<file path="src/rtl/core/siu_pkg.sv">
// Shared types and constants for the stack instruction unit.
package siu_pkg;

	// Stack depth and processor status bits
	localparam int SIU_STACK_DEPTH = 256;
	localparam logic [7:0] SIU_SP_RESET = 8'hFD;
	localparam logic [7:0] FLAG_N = 8'h80;
	localparam logic [7:0] FLAG_U = 8'h20;
	localparam logic [7:0] FLAG_B = 8'h10;
	localparam logic [7:0] FLAG_I = 8'h04;
	localparam logic [7:0] FLAG_Z = 8'h02;

	// Causes of interrupt entry
	localparam logic [1:0] KIND_BRK = 2'd0;
	localparam logic [1:0] KIND_NMI = 2'd2;

	// Configuration register indexes
	localparam logic CFG_NMI_VECTOR = 1'b0;
	localparam logic CFG_IRQ_BRK_VECTOR = 1'b1;

	// Stack instruction codes
	typedef enum logic [2:0] {
		REQ_ENTRY = 3'd0,
		REQ_RTI = 3'd1,
		REQ_RTS = 3'd2,
		REQ_PHA = 3'd3,
		REQ_PHP = 3'd4,
		REQ_PLA = 3'd5,
		REQ_PLP = 3'd6,
		REQ_JSR = 3'd7
	} siu_req_t;

	// Sequencer states
	typedef enum logic [1:0] {
		ST_IDLE,
		ST_ACCESS,
		ST_FINISH
	} siu_state_t;

	// One access to the stack RAM
	typedef struct packed {
		logic en;
		logic we;
		logic [7:0] addr;
		logic [7:0] wdata;
	} siu_ram_req_t;

endpackage

</file>
<file path="src/rtl/core/siu_stack_ram.sv">
// Single-port page-one stack RAM with per-entry valid bits for the cleared reset state.
module siu_stack_ram
	import siu_pkg::*;
#(
	parameter int STACK_DEPTH = SIU_STACK_DEPTH
) (
	input  logic         clk,
	input  logic         arst_n,
	input  siu_ram_req_t req,
	output logic [7:0]   rdata
);

	localparam int AW = $clog2(STACK_DEPTH);

	logic [7:0] mem [STACK_DEPTH];
	logic [STACK_DEPTH-1:0] valid_q;
	logic [7:0] rdata_q;
	logic rvalid_q;
	logic [AW-1:0] addr;

	assign addr = req.addr[AW-1:0];

	// Storage array: one write or one registered read per cycle.
	always_ff @(posedge clk) begin
		if (req.en) begin
			if (req.we) begin
				mem[addr] <= req.wdata;
			end else begin
				rdata_q <= mem[addr];
			end
		end
	end

	// Valid bits: an entry never written reads as zero.
	always_ff @(posedge clk or negedge arst_n) begin
		if (!arst_n) begin
			valid_q <= '0;
			rvalid_q <= 1'b0;
		end else if (req.en) begin
			if (req.we) begin
				valid_q[addr] <= 1'b1;
			end else begin
				rvalid_q <= valid_q[addr];
			end
		end
	end

	assign rdata = rvalid_q ? rdata_q : 8'h00;

endmodule

</file>
<file path="src/rtl/core/stack_instruction_unit_top.sv">
// Top level of the stack instruction unit: sequencer, shared pointer adder and result register.
// Sequence: after its word is accepted, an instruction makes n stack accesses, n being 1 for
// PHA, PHP, PLA and PLP, 2 for RTS and JSR, 3 for entry and RTI; the single-port stack RAM
// takes one access per cycle. The sequencer then waits in the finish state until the output
// register can load the result; a new word is accepted only while the sequencer is idle.
// Reset: arst_n clears the stack RAM at once, sets S to 0xFD and both vectors to zero.
module stack_instruction_unit_top
	import siu_pkg::*;
#(
	parameter int STACK_DEPTH = SIU_STACK_DEPTH
) (
	input  logic        clk,
	input  logic        arst_n,
	// Input stream
	input  logic        s_tvalid,
	output logic        s_tready,
	// pc_in[15:0], acc_in[23:16], status_in[31:24], jump_target[47:32],
	// entry_kind[49:48], nmi_pending[50], irq_pending[51], zero fill[55:52]
	input  logic [55:0] s_tdata,
	// req_type[2:0]
	input  logic [2:0]  s_tuser,
	// Result stream
	output logic        m_tvalid,
	input  logic        m_tready,
	// pc_out[15:0], acc_out[23:16], status_out[31:24], sp_out[39:32],
	// nmi_taken[40], delay_set[41], delay_value[42], zero fill[47:43]
	output logic [47:0] m_tdata,
	// Configuration write port
	input  logic        cfg_we,
	input  logic        cfg_index,
	input  logic [15:0] cfg_data
);

	siu_state_t state_q, state_d;
	siu_req_t req_q, req_in;
	logic [7:0] sp_q, sp_step;
	logic [1:0] step_q, nacc_q, nacc_in;
	logic is_push_q, is_push_in;
	logic [15:0] pc_q, tgt_q;
	logic [7:0] acc_q, st_q;
	logic [1:0] kind_q;
	logic nmi_q;
	logic [7:0] push_byte_q [3];
	logic [7:0] push_byte_in [3];
	logic [7:0] pulled_q [3];
	logic [7:0] pull_v [3];
	logic rd_pending_q;
	logic [1:0] rd_idx_q;
	logic [15:0] nmi_vec_q, irq_vec_q;
	siu_ram_req_t ram_req;
	logic [7:0] ram_rdata;
	logic accept, load_out, last_step;
	logic out_valid_q;
	logic [42:0] out_q, res;

	// Input field views
	logic [15:0] in_pc, in_tgt, in_pc_inc, entry_pc;
	logic [7:0] in_acc, in_st;
	logic [1:0] in_kind;
	logic in_brk;

	assign in_pc = s_tdata[15:0];
	assign in_acc = s_tdata[23:16];
	assign in_st = s_tdata[31:24];
	assign in_tgt = s_tdata[47:32];
	assign in_kind = s_tdata[49:48];
	assign req_in = siu_req_t'(s_tuser);
	assign in_pc_inc = in_pc + 16'd1;
	assign in_brk = (in_kind == KIND_BRK);
	assign entry_pc = in_brk ? in_pc_inc : in_pc;

	assign s_tready = (state_q == ST_IDLE);
	assign accept = s_tvalid && s_tready;

	// Access plan: bytes to push, number of accesses and direction.
	always_comb begin
		push_byte_in[0] = in_acc;
		push_byte_in[1] = 8'h00;
		push_byte_in[2] = 8'h00;
		nacc_in = 2'd1;
		is_push_in = 1'b0;
		unique case (req_in)
			REQ_ENTRY: begin
				push_byte_in[0] = entry_pc[15:8];
				push_byte_in[1] = entry_pc[7:0];
				push_byte_in[2] = in_st | FLAG_U | (in_brk ? FLAG_B : 8'h00);
				nacc_in = 2'd3;
				is_push_in = 1'b1;
			end
			REQ_RTI: nacc_in = 2'd3;
			REQ_RTS: nacc_in = 2'd2;
			REQ_PHA: is_push_in = 1'b1;
			REQ_PHP: begin
				push_byte_in[0] = in_st | FLAG_U | FLAG_B;
				is_push_in = 1'b1;
			end
			REQ_PLA, REQ_PLP: nacc_in = 2'd1;
			REQ_JSR: begin
				push_byte_in[0] = in_pc_inc[15:8];
				push_byte_in[1] = in_pc_inc[7:0];
				nacc_in = 2'd2;
				is_push_in = 1'b1;
			end
			default: nacc_in = 2'd1;
		endcase
	end

	// Shared pointer adder: decrement after a push, increment before a pull.
	assign sp_step = sp_q + (is_push_q ? 8'hFF : 8'h01);
	assign last_step = (step_q == nacc_q - 2'd1);
	assign load_out = (state_q == ST_FINISH) && (!out_valid_q || m_tready);

	// Sequencer: next state and RAM access.
	always_comb begin
		state_d = state_q;
		ram_req = '0;
		unique case (state_q)
			ST_IDLE: begin
				if (accept) begin
					state_d = ST_ACCESS;
				end
			end
			ST_ACCESS: begin
				ram_req.en = 1'b1;
				ram_req.we = is_push_q;
				ram_req.addr = is_push_q ? sp_q : sp_step;
				ram_req.wdata = push_byte_q[step_q];
				if (last_step) begin
					state_d = ST_FINISH;
				end
			end
			ST_FINISH: begin
				if (load_out) begin
					state_d = ST_IDLE;
				end
			end
			default: state_d = ST_IDLE;
		endcase
	end

	always_ff @(posedge clk or negedge arst_n) begin
		if (!arst_n) begin
			state_q <= ST_IDLE;
		end else begin
			state_q <= state_d;
		end
	end

	// Stack pointer, step counter and read tracking.
	always_ff @(posedge clk or negedge arst_n) begin
		if (!arst_n) begin
			sp_q <= SIU_SP_RESET;
			step_q <= 2'd0;
			rd_pending_q <= 1'b0;
			rd_idx_q <= 2'd0;
		end else begin
			rd_pending_q <= (state_q == ST_ACCESS) && !is_push_q;
			if (accept) begin
				step_q <= 2'd0;
			end else if (state_q == ST_ACCESS) begin
				sp_q <= sp_step;
				step_q <= step_q + 2'd1;
				rd_idx_q <= step_q;
			end
		end
	end

	// Instruction word held for the whole sequence.
	always_ff @(posedge clk) begin
		if (accept) begin
			req_q <= req_in;
			pc_q <= in_pc;
			acc_q <= in_acc;
			st_q <= in_st;
			tgt_q <= in_tgt;
			kind_q <= in_kind;
			nmi_q <= s_tdata[50];
			nacc_q <= nacc_in;
			is_push_q <= is_push_in;
			for (int i = 0; i < 3; i++) begin
				push_byte_q[i] <= push_byte_in[i];
			end
		end
		if (rd_pending_q) begin
			pulled_q[rd_idx_q] <= ram_rdata;
		end
	end

	// Pulled bytes, with the read still in flight forwarded.
	always_comb begin
		for (int i = 0; i < 3; i++) begin
			pull_v[i] = (rd_pending_q && rd_idx_q == 2'(i)) ? ram_rdata : pulled_q[i];
		end
	end

	// Result of the instruction.
	always_comb begin
		logic [15:0] pc_r;
		logic [15:0] ret_addr;
		logic [7:0] acc_r;
		logic [7:0] st_r;
		logic [7:0] pulled_st;
		logic nmi_sel;
		logic nmi_r;
		logic dset_r;
		logic dval_r;
		pc_r = pc_q;
		acc_r = acc_q;
		st_r = st_q;
		nmi_r = 1'b0;
		dset_r = 1'b0;
		dval_r = 1'b0;
		nmi_sel = nmi_q || (kind_q == KIND_NMI);
		pulled_st = pull_v[0] & ~(FLAG_U | FLAG_B);
		ret_addr = {pull_v[1], pull_v[0]} + 16'd1;
		unique case (req_q)
			REQ_ENTRY: begin
				pc_r = nmi_sel ? nmi_vec_q : irq_vec_q;
				st_r = st_q | FLAG_I;
				nmi_r = nmi_sel;
			end
			REQ_RTI: begin
				st_r = pulled_st;
				pc_r = {pull_v[2], pull_v[1]};
			end
			REQ_RTS: pc_r = ret_addr;
			REQ_PHA, REQ_PHP: pc_r = pc_q;
			REQ_PLA: begin
				acc_r = pull_v[0];
				st_r = (st_q & ~(FLAG_N | FLAG_Z)) | (pull_v[0] & FLAG_N)
					| ((pull_v[0] == 8'h00) ? FLAG_Z : 8'h00);
			end
			REQ_PLP: begin
				dset_r = 1'b1;
				dval_r = |(pulled_st & FLAG_I);
				st_r = (pulled_st & ~FLAG_I) | (st_q & FLAG_I);
			end
			REQ_JSR: pc_r = tgt_q;
			default: pc_r = pc_q;
		endcase
		res = {dval_r, dset_r, nmi_r, sp_q, st_r, acc_r, pc_r};
	end

	// Output register: holds a finished word until the consumer takes it.
	always_ff @(posedge clk or negedge arst_n) begin
		if (!arst_n) begin
			out_valid_q <= 1'b0;
		end else if (load_out) begin
			out_valid_q <= 1'b1;
		end else if (m_tready) begin
			out_valid_q <= 1'b0;
		end
	end

	always_ff @(posedge clk) begin
		if (load_out) begin
			out_q <= res;
		end
	end

	assign m_tvalid = out_valid_q;
	assign m_tdata = {5'd0, out_q};

	// Vector registers.
	always_ff @(posedge clk or negedge arst_n) begin
		if (!arst_n) begin
			nmi_vec_q <= 16'h0000;
			irq_vec_q <= 16'h0000;
		end else if (cfg_we) begin
			unique case (cfg_index)
				CFG_NMI_VECTOR: nmi_vec_q <= cfg_data;
				CFG_IRQ_BRK_VECTOR: irq_vec_q <= cfg_data;
				default: nmi_vec_q <= nmi_vec_q;
			endcase
		end
	end

	siu_stack_ram #(
		.STACK_DEPTH(STACK_DEPTH)
	) u_stack_ram (
		.clk(clk),
		.arst_n(arst_n),
		.req(ram_req),
		.rdata(ram_rdata)
	);

endmodule

</file>
<file path="config.mk">
export PLATFORM = sky130hd
export DESIGN_NAME = stack_instruction_unit_top
export DESIGN_NICKNAME = d
export VERILOG_FILES = /design/src/rtl/core/siu_pkg.sv /design/src/rtl/core/siu_stack_ram.sv /design/src/rtl/core/stack_instruction_unit_top.sv
export SDC_FILE = /design/constraint.sdc
export NUM_CORES = 2
export LEC_CHECK = 0
export BUFFER_PORTS_ARGS = -buffer_cell sky130_fd_sc_hd__buf_4
export CAP_MARGIN = 30
export CORE_MARGIN = 5
export CORE_UTILIZATION = 55
export CTS_CLUSTER_SIZE = 24
export DETAILED_ROUTE_END_ITERATION = 7
export PLACE_DENSITY = 0.71
export SLEW_MARGIN = 0
export SYNTH_ARGS = -nofsm -noshare
export SYNTH_HDL_FRONTEND = slang
export SYNTH_HIERARCHICAL = 1
export SYNTH_SLANG_ARGS = --single-unit
</file>
<file path="constraint.sdc">
create_clock -name clk -period 22.4 [get_ports clk]
set_input_delay 1.12 -clock clk [delete_from_list [all_inputs] [get_ports clk]]
set_output_delay 1.12 -clock clk [all_outputs]
set_load 0.01 [all_outputs]
</file>
==> Word level (Yosys, flattened, before mapping) <==
Memory sizes are Yosys's and may differ from the RTL's. A register that Yosys moved wholly into a read port is not among the register bits.
Cells that the tools add are included.
Widths: inputs -> output; s select.
{ "word_totals": {"ff_bits": 405, "latch_bits": 0, "mem_bits_rw": 2096, "romBits": 0, "inputBits": 81, "out_inout_bits": 50, "elab_cells": 126, "memories": 3} }
{ "memory_table": {"columns": ["memory", "words", "width", "rd", "rd_clocked_by_memory_dff", "wr", "line_no", "rtl"], "rows": [
  ["u_stack_ram.mem", 256, 8, 1, 1, 1, "siu_stack_ram.sv:15", "logic [7:0] mem [STACK_DEPTH];"],
  ["pulled_q", 3, 8, 3, 0, 1, "stack_instruction_unit_top.sv:45", "logic [7:0] pulled_q [3];"],
  ["push_byte_q", 3, 8, 1, 0, 3, "stack_instruction_unit_top.sv:43", "logic [7:0] push_byte_q [3];"]
]} }
{ "op_classes": {"add_sub_neg": 5, "n_mul": 0, "div": 0, "n_lt_le_gt_ge": 2, "n_eq_ne": 19, "shifts": 0, "muxes": 39, "bitwise_logic": 8, "reduce_logical": 28} }
{ "op_table": {"columns": ["operator", "count"], "rows": [
  ["$or 256x256->256", 1],
  ["$mux 8", 8],
  ["$pmux 16 s4", 1],
  ["$add 16x1->16 const B", 2],
  ["$mux 16", 2],
  ["$pmux 8 s4", 1],
  ["$pmux 8 s3", 1],
  ["$mux 18", 1],
  ["$pmux 8 s2", 1],
  ["$eq 3x3->1 const B", 5],
  ["$mux 1", 13],
  ["$mux 2", 6],
  ["$reduce_and 2->1", 5],
  ["$eq 3x2->1 const B", 3],
  ["$lt 8x9->1 const B", 1],
  ["$add 8x8->8", 1],
  ["$bmux 1 s8", 1],
  ["$demux 1 s8", 1],
  ["$ge 8x1->1 const B", 1],
  ["$logic_not 8->1", 1],
  ["$or 7x8->8", 1],
  ["$or 8x2->8", 1],
  ["$or 8x3->8", 1],
  ["$or 8x5->8", 1],
  ["other kinds (21)", 41]
]} }

==> Logic depth before layout (Yosys ltp) <==
{ "depth": {"word_depth": 9, "mapped_depth": 17, "mapped_depth_nobuf": 13} }

==> Cells and area by module <==
Netlist, hierarchy kept.
{ "modules_own_cells": {"columns": ["mod", "n_inst", "cells_per_inst", "area_per_inst_um2", "seq_area_each_um2"], "rows": [
  ["siu_stack_ram", 1, 4129, 89627.2, 68170.4],
  ["stack_instruction_unit_top", 1, 778, 9356.5, 5654.2]
]} }

==> Worst setup path after synthesis <==
Ideal clock, no wire load.
{ "synth_path": {"kind": "register -> register", "start": "reg step_q[0]", "end": "mem u_stack_ram.mem[0][2], data pin", "setup_time_ns": 1.389, "arrival_ns": 6.946, "required_ns": 21.011, "setup_slack_ns": 14.065, "stages_incl_launch_ff": 6, "path_buffers": 1, "synth_period_minus_slack_ns": 8.335, "cell_sequence": "dfrtp_1 -> buf_1 -> mux2i_1 -> nor2_1 -> a21oi_1 -> nor2_1"} }
{ "synth_rtl": {"columns": ["item", "line_no", "rtl"], "rows": [
  ["start: declaration", "stack_instruction_unit_top.sv:37", "logic [1:0] step_q, nacc_q, nacc_in;"],
  ["start signal: assignment", "stack_instruction_unit_top.sv:162", "step_q <= step_q + 2'd1;"],
  ["end: declaration", "siu_stack_ram.sv:15", null]
]} }

==> results by group <==
Run status
  – Status: finished clean

GRT
  – Pin count of the biggest net entering global routing: 257
  – Vias in the first global route: 50,300
  – Overflow after GRT: 0
  – Gr usage total: 26.3%
  – Initial antenna violation count: 9
  – First-pass GRT wire length: 358,000 microns

Yosys
  – Cell Area, Synth: 99,000 sq um
  – Most frequent cells after synthesis: edfxtp_1 (2,204), mux4_2 (659), nor2_1 (347)
  – Most common cell in the synthesized netlist: edfxtp_1
  – Count of cell types in the netlist: 82
  – Post-synthesis sequential area ratio: 74.6%
  – #FFs+latches synth: 2,509
  – EDFF count, synth: 2,204
  – Cell count after synthesis: 4,907
  – Synth area leader: edfxtp_1
  – Synth warnings: 6
  – Top-area cell type share of the netlist area: 66.9%
  – Post-Syn Area per Cell: 20.2 sq um
  – Dominant synthesized flop cell: edfxtp_1
  – Post-synth ARST share: 12.2%
  – Synth area leaders: edfxtp_1 (67%), mux4_2 (15%), dfrtp_1 (7.5%), or2_2 (1.7%), nor2_1 (1.3%)

Route
  – Avg WL per Cell: 32.0 microns
  – Met1 WL: 93,900 microns
  – Max layer used: met5
  – ANT nets after route: 0
  – WL met2: 115,000 microns
  – Via/cell ratio: 6.57
  – # DRC: 0
  – Vias post-DR: 50,600
  – First-pass detailed-route iteration total: 8
  – Final wirelength: 246,000 microns
  – DR WL met3: 27,700 microns
  – Drt initial violations: 6,837

Timing
  – Setup TNS: 0 ns
  – Final Cycle Share: 30.6%
  – Fin Clk Skew: 0.0498 ns
  – Max_slew headroom: 2.36%
  – Worst Setup Slack, final: 15.55 ns
  – Final Hold Viols: 0
  – Final setup fails: 0
  – Post-route minimum period: 6.85 ns
  – RSZ-0062 raised after global routing: false
  – Slew Limit Fails: 0
  – Slew at the pin closest to its max-slew limit: 1.46 ns
  – Achievable frequency: 146 MHz

Setup path
  – RR Endpoint: u_stack_ram/rvalid_q
  – Setup CP Type: register to register
  – CP arrival: 7.60 ns
  – Flop2flop setup slack: 15.55 ns
  – Worst Path Required: 23.15 ns
  – Crit Reg-Reg Startpoint: is_push_q
  – R2R depth: 13
  – Crit end category: register
  – Setup crit start kind: register
  – CP max FO: 102

Placement
  – Gpl congestion: 0.905
  – DP HPWL: 148,000 microns
  – Port bufs: 120
  – Pre-CTS setup slack: 15.56 ns

Power
  – Leak pwr: 0.0379 uW
  – Maximum VDD drop: 0.135 mV
  – PD cells: 139 nW/um^2

Layout
  – Fin nets: 5,221
  – Layout filler cell count: 12,100
  – Share of cells above drive strength 1: 30.4%
  – Area of the multi-input gates: 23,800 sq um
  – Area growth, synth to finish: 12.2%
  – Sequential cell area: 73,800 sq um

Clock tree
  – Hold-fix buffers, CTS: 0
  – Clock slew at the register clock pins of the worst setup and hold paths: 0.06 ns
  – Post-CTS Setup Bufs: 0
  – Clock latency at the later pin of the worst-skew pair: 0.89 ns
  – Clock Sinks: 2,509
  – Post-CTS resize count: 0
  – CTS max path bufs: 3
  – TritonCTS clock tree: done
  – Cts bufs inserted: 240
  – Root buf cell: clkbuf_16
  – H-tree depth: 4

Job
  – Max_cap viols: 0

Die
  – I/O pin cnt: 131
  – Die area: 189,000 sq um
  – Die Span X: 434 microns
  – # rows: 155
  – Core area: 179,000 sq um
  – Die Ht: 434 microns
  – Starting Density: 55.4%

Min path
  – Worst hold path type: input port to asynchronous set/reset pin
[area by class of cell]
class                           instances  area share (%)
Tap cell                             2355            2.65
Timing Repair Buffer                  249            2.01
Clock inverter                        120            1.29
Multi-Input combinational cell       2104            21.4
Antenna cell                            5          0.0113
Clock buffer                          341            6.03
Inverter                               26           0.100
Sequential cell                      2509            66.5
[per-stage QoR]
stage | cell area (sq um) | power (uW) | std cells | hold slack [ns] | utilization, %
3_5_place_dp | 103000 | 11300 | 7226 | 0.447 | 57.4
2_1_floorplan | 99000 | 9580 | 4911 | 0.434 | -
5_1_grt | 111000 | 15900 | 7704 | 0.204 | 62.1
4_1_cts | 111000 | 15400 | 7687 | 0.154 | 61.9
3_3_place_gp | 102000 | 11200 | 7208 | 0.443 | 57.3
6_report | 111000 | 15400 | 7709 | 0.187 | 62.1
[layout by cell type, fill, tap and decap left out, types with 8 or more instances in the layout]
cell,netlist,layout
edfxtp_1,2204,2204
mux4_2,659,659
nor2_1,347,333
dfrtp_1,298,298
or2_2,266,266
clkbuf_16,0,241
buf_4,43,221
nand2_1,127,127
mux2i_1,111,111
a21oi_1,79,79
clkbuf_1,104,71
a22oi_1,51,51
mux2_2,50,50
o21ai_0,47,47
o22ai_1,44,44
clkinv_2,0,42
clkinv_1,3,33
nand3_1,35,31
clkbuf_8,0,29
xnor2_1,24,24
bufinv_16,0,23
nand4_1,22,22
inv_1,22,21
and2_1,22,21
nor3_1,17,16
a211oi_1,15,15
nor2_4,0,13
buf_12,0,13
nor2b_1,14,11
a221oi_1,10,10
a31oi_1,9,9
nor4_1,9,9
ha_1,9,9
buf_16,0,9
nand2b_1,9,8
[flip-flops by register name (all words and copies together) (netlist names), 16 cells and up]
name,count
irq_vec_q,16
nmi_vec_q,16
out_q,43
pc_q,16
pulled_q,24
push_byte_q,24
tgt_q,16
u_stack_ram/mem,2048
u_stack_ram/valid_q,256
[how the worst max path moves through the flow]
stage | start | end | slack, ns | cells past startpoint
2_1_floorplan | step_q[0] | u_stack_ram/mem[0][2] | 14.06 | 5
3_5_place_dp | is_push_q | u_stack_ram/rdata_q[1] | 15.56 | 11
5_1_grt | is_push_q | u_stack_ram/rdata_q[2] | 15.01 | 12
3_3_place_gp | is_push_q | u_stack_ram/rdata_q[1] | 15.57 | 11
4_1_cts | is_push_q | u_stack_ram/rdata_q[1] | 15.56 | 11
6_report | is_push_q | u_stack_ram/rvalid_q | 15.55 | 13
[cell families (layout without fill, tap and decap cells)]
family	count (synthesis)	after routing	synth area share (%)
buffers and inverters	298	736	1.55
AO/OA/AOI/OAI	326	326	2.18
flip-flops	2509	2509	74.6
XOR/XNOR	28	28	0.248
other	1	10	0.00379
multiplexers	821	821	16.7
AND/OR/NAND/NOR	914	914	4.60
adder cells (fa/ha/maj)	10	10	0.134
[report_power, final]
group          leakage (uW)  switching [uW]  internal [uW]
logic               0.00952            3330           1960
clock network       0.00396            1760           2360
registers            0.0244            92.1           5910
total                0.0379            5180          10200
[critical path, cell delays in order (launching register included)]
cell and delay, ns:
edfxtp_1 0.66, fa_1 0.65, mux2i_1 0.11, nor2_4 0.10, buf_4 0.39, buf_12 0.50, buf_4 0.90, buf_4 0.91
mux4_2 0.46, mux4_2 0.49, and3_1 0.20, a31oi_1 0.66, a41o_1 0.32, o31ai_1 0.09
[layer usage]
| metal | vias up | track usage [%] |
|---|---|---|
| li1 | 20400 | - |
| met1 | 26600 | 37.5 |
| met2 | 3103 | 40.3 |
| met3 | 524 | 6.58 |
| met4 | 10 | 9.59 |
| met5 | - | 0 |
Note: power is estimated with default switching activity, not from simulation.
